<file path="src/hw/rtl/gng_pkg.sv">
// gng_pkg: shared constants, types and helper functions of the gaussian noise generator
// no dependencies
package gng_pkg;

  localparam int unsigned SAMPLE_FRAC_BITS = 11;
  localparam int unsigned SCALE_SHIFT      = 54 - SAMPLE_FRAC_BITS;
  localparam int unsigned SAMPLE_W         = 16;

  localparam logic [63:0] SEED_RESET = 64'd1;
  localparam logic [63:0] SEED_XOR   = 64'hDEAD_BEEF;
  localparam logic [30:0] LN2X2_Q30  = 31'd1488522236;
  localparam logic [31:0] PI_Q30     = 32'hC90F_DAA2;
  localparam logic [27:0] R_MAX_Q24  = '1;
  localparam logic [3:0]  LAST_SIN_K = 4'd4;
  localparam logic [3:0]  LAST_K     = 4'd9;

  typedef struct packed {
    logic valid;
    logic reload;
  } gng_cmd_t;

  typedef enum logic [3:0] {
    ST_IDLE,
    ST_GEN1,
    ST_GEN2,
    ST_NORM,
    ST_LOG,
    ST_RAD,
    ST_SQRT,
    ST_ANG,
    ST_X2,
    ST_TMUL,
    ST_TDIV,
    ST_TFIX,
    ST_SEL,
    ST_SCALE_C,
    ST_SCALE_S
  } gng_state_e;

  // factorial step divisors: sine terms first, then cosine terms
  function automatic logic [6:0] gng_divisor(input logic [3:0] k);
    logic [6:0] d;
    case (k)
      4'd0:    d = 7'd6;
      4'd1:    d = 7'd20;
      4'd2:    d = 7'd42;
      4'd3:    d = 7'd72;
      4'd4:    d = 7'd110;
      4'd5:    d = 7'd2;
      4'd6:    d = 7'd12;
      4'd7:    d = 7'd30;
      4'd8:    d = 7'd56;
      4'd9:    d = 7'd90;
      default: d = 7'd1;
    endcase
    return d;
  endfunction

  // floor(2^32 / divisor) for the same step order
  function automatic logic [31:0] gng_recip(input logic [3:0] k);
    logic [31:0] m;
    case (k)
      4'd0:    m = 32'd715827882;
      4'd1:    m = 32'd214748364;
      4'd2:    m = 32'd102261126;
      4'd3:    m = 32'd59652323;
      4'd4:    m = 32'd39045157;
      4'd5:    m = 32'd2147483648;
      4'd6:    m = 32'd357913941;
      4'd7:    m = 32'd143165576;
      4'd8:    m = 32'd76695844;
      4'd9:    m = 32'd47721858;
      default: m = 32'hFFFF_FFFF;
    endcase
    return m;
  endfunction

  // r (q.24) times trig (q.30), rounded half away from zero, saturated
  function automatic logic [SAMPLE_W-1:0] gng_scale(input logic [27:0] r,
                                                   input logic signed [31:0] trig);
    logic        neg;
    logic [31:0] mag;
    logic [60:0] sum;
    logic [60:0] q;
    neg = trig[31];
    mag = neg ? 32'(-trig) : 32'(trig);
    sum = 61'(r) * 61'(mag) + (61'd1 << (SCALE_SHIFT - 1));
    q   = sum >> SCALE_SHIFT;
    if (neg) begin
      if (q > 61'd32768) q = 61'd32768;
      return SAMPLE_W'(61'd0 - q);
    end
    if (q > 61'd32767) q = 61'd32767;
    return SAMPLE_W'(q);
  endfunction

endpackage

</file>
<file path="src/hw/rtl/gng_req_if.sv">
// gng_req_if: request channel, one word per sample request
// depends on nothing
interface gng_req_if;
  logic valid;
  logic ready;
  logic reload;
  modport source (output valid, output reload, input ready);
  modport sink (input valid, input reload, output ready);
endinterface

</file>
<file path="src/hw/rtl/gng_front.sv">
// gng_front: request intake, two-word queue of reload flags
// depends on gng_pkg, gng_req_if
module gng_front (
  input  logic              clk_i,
  input  logic              rst_ni,
  gng_req_if.sink           req,
  input  logic              pop_i,
  output gng_pkg::gng_cmd_t cmd_o
);
  import gng_pkg::*;

  logic [1:0] buf_q;
  logic [1:0] buf_d;
  logic       wr_q, wr_d;
  logic       rd_q, rd_d;
  logic [1:0] cnt_q, cnt_d;
  logic       push;

  assign req.ready    = (cnt_q != 2'd2);
  assign push         = req.valid && req.ready;
  assign cmd_o.valid  = (cnt_q != 2'd0);
  assign cmd_o.reload = buf_q[rd_q];

  always_comb begin
    buf_d = buf_q;
    wr_d  = wr_q;
    rd_d  = rd_q;
    cnt_d = cnt_q;
    if (push) begin
      buf_d[wr_q] = req.reload;
      wr_d        = ~wr_q;
    end
    if (pop_i) rd_d = ~rd_q;
    if (push && !pop_i) cnt_d = cnt_q + 2'd1;
    else if (!push && pop_i) cnt_d = cnt_q - 2'd1;
  end

  always_ff @(posedge clk_i or negedge rst_ni) begin
    if (!rst_ni) begin
      wr_q  <= 1'b0;
      rd_q  <= 1'b0;
      cnt_q <= 2'd0;
    end else begin
      wr_q  <= wr_d;
      rd_q  <= rd_d;
      cnt_q <= cnt_d;
    end
  end

  always_ff @(posedge clk_i) begin
    buf_q <= buf_d;
  end

endmodule

</file>
<file path="src/flat_wrapper.sv">
// flat-port wrapper written by rule: the top's interface ports become plain ports
module gng_front_flat import gng_pkg::*;
  (clk_i, rst_ni, pop_i, cmd_o, req_valid, req_reload, req_ready);
  gng_req_if req_i ();
  input  logic clk_i;
  input  logic rst_ni;
  input  logic pop_i;
  output gng_pkg::gng_cmd_t cmd_o;
  input wire logic [$bits(req_i.valid)-1:0] req_valid;
  input wire logic [$bits(req_i.reload)-1:0] req_reload;
  output wire logic [$bits(req_i.ready)-1:0] req_ready;
  assign req_i.valid = req_valid;
  assign req_i.reload = req_reload;
  assign req_ready = req_i.ready;
  gng_front u_core (.clk_i(clk_i), .rst_ni(rst_ni), .req(req_i), .pop_i(pop_i), .cmd_o(cmd_o));
endmodule
</file>
<file path="config.mk">
export PLATFORM = sky130hd
export DESIGN_NAME = gng_front_flat
export DESIGN_NICKNAME = d
export VERILOG_FILES = /design/src/hw/rtl/gng_pkg.sv /design/src/hw/rtl/gng_req_if.sv /design/src/hw/rtl/gng_front.sv /design/src/flat_wrapper.sv
export SDC_FILE = /design/constraint.sdc
export NUM_CORES = 1
export LEC_CHECK = 0
export ABC_CLOCK_PERIOD_IN_PS = 4200
export BUFFER_PORTS_ARGS = -buffer_cell sky130_fd_sc_hd__buf_2
export CAP_MARGIN = 10
export CORE_AREA = 2 2 39 41
export DETAILED_ROUTE_END_ITERATION = 16
export DIE_AREA = 0 0 41 43
export SYNTH_ARGS = -nofsm -noshare
export SYNTH_HDL_FRONTEND = slang
export SYNTH_SLANG_ARGS = --single-unit
</file>
<file path="constraint.sdc">
create_clock -name clk_i -period 4.2 [get_ports clk_i]
set_input_delay 0.63 -clock clk_i [delete_from_list [all_inputs] [get_ports clk_i]]
set_output_delay 0.63 -clock clk_i [all_outputs]
set_load 0.02 [all_outputs]
</file>
After elaboration in Yosys (flattened, before gate mapping)

Cells that the tools add are included.

Register bits after elaboration: 6
Input bits: 5

Add/subtract/negate cells: 2
Magnitude comparators: 3
Eq/ne operators: 1
Multiplexer cells: 7
Bitwise gates (word level): 2
Reductions and logical operators: 8

Operator list:

| cell                | count |
|---|---|
| $logic_and 1x1->1   | 4 |
| $lt 1x2->1 const B  | 2 |
| $mux 2              | 2 |
| $reduce_bool 2->1   | 2 |
| $mux 1              | 3 |
| $add 2x1->2 const B | 1 |
| $bwmux 2            | 1 |
| $logic_not 1->1     | 2 |
| $ne 2x2->1 const B  | 1 |
| $not 1->1           | 2 |
| $sub 2x1->2 const B | 1 |
| $demux 1 s1         | 1 |
| $ge 1x1->1 const B  | 1 |

Logic depth before layout (Yosys ltp)

Word-level depth: 6
Gate-level depth with buffers: 7

Worst setup path after synthesis

No wires, ideal clock.

Path kind: register -> output
From: register u_core.rd_q
To: output cmd_o[0] (netlist bit)
Arrival time: 0.767 ns
Data required time: 3.570 ns
Path slack: 2.803 ns
Cell stages (with the launch flop): 2
Path buffers: 0
Cells stage by stage: dfrtp_1 mux2_1

RTL lines:

| what                   | line              | text |
|---|---|---|
| start, declared        | gng_front.sv:15   | `logic rd_q, rd_d;` |
| start signal, assigned | gng_front.sv:45   | `rd_q <= rd_d;` |
| end, declared          | flat_wrapper.sv:8 | `output gng_pkg::gng_cmd_t cmd_o;` |

==> results.md <==
* Synth cell types at 13
* Final Core Density at 26.3%
* Critical Path End: cmd_o[0]
* Drt total wl at 449 µm
* First-pass DRT Iterations at 1
* Worst flop-to-flop path endpoint: u_core.cnt_q[1]
* Share of cells above drive strength 1 at 40.6%
* Synthesized instance count at 21
* Pleak at 0.000177 µW
* Hold Path Class: in -> async
* CP Capture Type: output port
* Synth Cell Area at 283 µm²
* Diodes inserted at 0
* Post-route DRC at 0
* RR Startpoint: u_core.cnt_q[0]
* Wire length per cell at 9.35 µm
* Worst Path Required at 3570 ps
* RSZ-0062 raised after global routing: false
* # fillers at 144
* TritonCTS clock tree: built
* Post-layout min period at 1740 ps
* DPL Wire Length at 320 µm
* Outcome: complete, no violations
* CP arrival at 1110 ps
* Crit path largest cell delay at 390 ps
* Syn nets at 27
* Clk slew on worst S/H paths at 50 ps
* Critical Path Source: u_core.rd_q
* Fmax at 576 MHz
* Starting density of the core at 20.4%
* Comb pwr share at 38.3%
* Least-Margin Pin Slew at 173 ps
* H-tree Lvls at 1
* CP Max Fanout at 2
* Post-CTS Resized at 0
* Core Box Area at 1380 µm²
* Number of global-route vias before repair at 176
* Setup CP Type: reg -> out
* Clock share of power at 21.3%
* Overflow after GRT at 0
* Area growth syn-to-layout at 28.8%
* Crit start category: flop
* Setup Total Neg Slack at 0 ps
* Die Y at 43 µm
* Relative slew slack at 88.5%
* Via density at 3.69
* Clock latency on the worst-skew pair at 250 ps
* Final Slew Violations at 0
* Largest net degree at the start of global routing at 5
* Total track usage at 7.17%
* Post-route ant nets at 0
* Critical Path, Cell by Cell: mux2_1 > buf_2
* P_sw at 97.3 µW
* Clk buf depth at 2
* Flop2flop setup slack at 2800 ps
* Sequential power share at 40.5%
* Initial antenna violation count at 0
* Horiz. Die Dim at 41 µm
* Final GP Congestion at 0.601
* Nets at 39
* Overall die area at 1760 µm²
* Post-CTS Setup Bufs at 0
* CTS Buf Count at 3
* Initial DRC Count at 0
* Final Cycle Share at 41.3%
* Post-CTS Hold Buffers at 0
* Register area share after synthesis at 56.6%
* Worst VDD drop at 0.288 mV
* Vias at 177
* Rows at 14
* Syn Area/Cell at 13.5 µm²
* Hold Fails Final Rpt at 0
* Slowest stage cell, crit path: dfrtp_1
* Maxcap violations at 0
* CTS Sinks at 6
* Port buffer count at 7
* CTS Root Cell: clkbuf_4
* First-pass GRT wire length at 703 µm
* Boundary Pins at 8
* Yosys Warn Count at 0
* Setup Skew at 6.06 ps
* Final Setup Violations at 0
* P per Cell Area at 752 nW/µm²
* #FFs+latches synth at 6
* Net Sw Frac at 35.5%
* P_int at 177 µW
* Worst reg2reg path depth at 6
stage by stage:
stage / instance area, µm² / total power, µW / setup WS [ps] / instances / hold slack [ps]
2_1_floorplan: 283 / 191 / 2800 / 21 / 334
3_3_place_gp: 338 / 215 / 2650 / 44 / 444
3_5_place_dp: 338 / 217 / 2650 / 44 / 443
4_1_cts: 364 / 279 / 2450 / 48 / 173
5_1_grt: 364 / 292 / 2420 / 48 / 174
6_report: 364 / 274 / 2460 / 48 / 176
sequential cells by signal, indices dropped and copies added, names as in the netlist:
signal,flops
u_core.wr_q,1
u_core.cnt_q,2
u_core.rd_q,1
u_core.buf_q,2
Yosys cell counts:
master    count  area share, %
and3_1        1            2.2
dfrtp_1       4             35
edfxtp_1      2             21
ha_1          1            4.4
inv_1         2            2.7
mux2_1        1            4.0
nand2_2       1            2.2
nand2b_4      1            4.9
nor2_1        2            2.7
or2_1         1            2.2
xnor2_1       1            3.1
xnor2_2       1            5.8
xor2_1        3            9.3
routing by layer:
| layer | track usage, % | share of wire [%] | up-vias |
|---|---|---|---|
| met5 | 0 | 0 | - |
| met4 | 6.00 | 1.8 | 0 |
| met3 | 8.38 | 16 | 2 |
| met2 | 8.13 | 38 | 9 |
| met1 | 6.56 | 44 | 79 |
| li1 | - | - | 87 |
how the worst min path moves through the flow:
stage / slack (ps) / startpoint / cells past startpoint / endpoint
after detailed placement: 440 / rst_ni / 1 / u_core.rd_q
after floorplan: 330 / rst_ni / 0 / u_core.cnt_q[0]
after CTS: 170 / rst_ni / 1 / u_core.rd_q
after global placement: 440 / rst_ni / 1 / u_core.rd_q
after global routing: 170 / rst_ni / 1 / u_core.rd_q
final: 180 / rst_ni / 1 / u_core.rd_q
layout make-up:
class	count	area [µm²]	share of cell area [%]
flip-flops and latches	6	160	44.0
well taps	16	20.0	5.50
repair buffers	7	35.0	9.62
clock buffers	4	26.3	7.22
multi-input cells	13	115	31.6
inverters	2	7.51	2.06
cell usage in the layout (no fill, tap or decap):
cell type / netlist / final
inv_1: 2 / 2
or2_1: 1 / 1
edfxtp_1: 2 / 2
and3_1: 1 / 1
mux2_1: 1 / 1
nor2_1: 2 / 2
xnor2_1: 1 / 1
ha_1: 1 / 1
xor2_1: 3 / 3
dfrtp_1: 4 / 4
nand2b_4: 1 / 1
clkbuf_4: 0 / 3
xnor2_2: 1 / 1
buf_2: 0 / 7
nand2_2: 1 / 1
clkbuf_1: 0 / 1
worst max-delay path: cells and delay by family (launching register included):
kind	cells	cell delay [ps]
mux	1	310
buf+inv	1	160
flops	1	390
cells by family (layout without fill, tap and decap cells):
family	after synthesis	in the layout	share of synthesized area, %
XOR/XNOR	5	5	18.1
adder cells (fa/ha/maj)	1	1	4.42
buffers and inverters	2	13	2.66
flip-flops	6	6	56.6
multiplexers	1	1	3.98
AND/OR/NAND/NOR	6	6	14.2
power groups by stage:
stage | Combinational (µW) | Sequential [µW] | Clock [µW]
2_1_floorplan | 83.2 | 108 | 0
3_3_place_gp | 104 | 112 | 0
3_5_place_dp | 104 | 112 | 0
4_1_cts | 106 | 112 | 60.9
5_1_grt | 113 | 115 | 64.3
6_report | 105 | 111 | 58.2
Note: power is estimated with default switching activity, not from simulation.
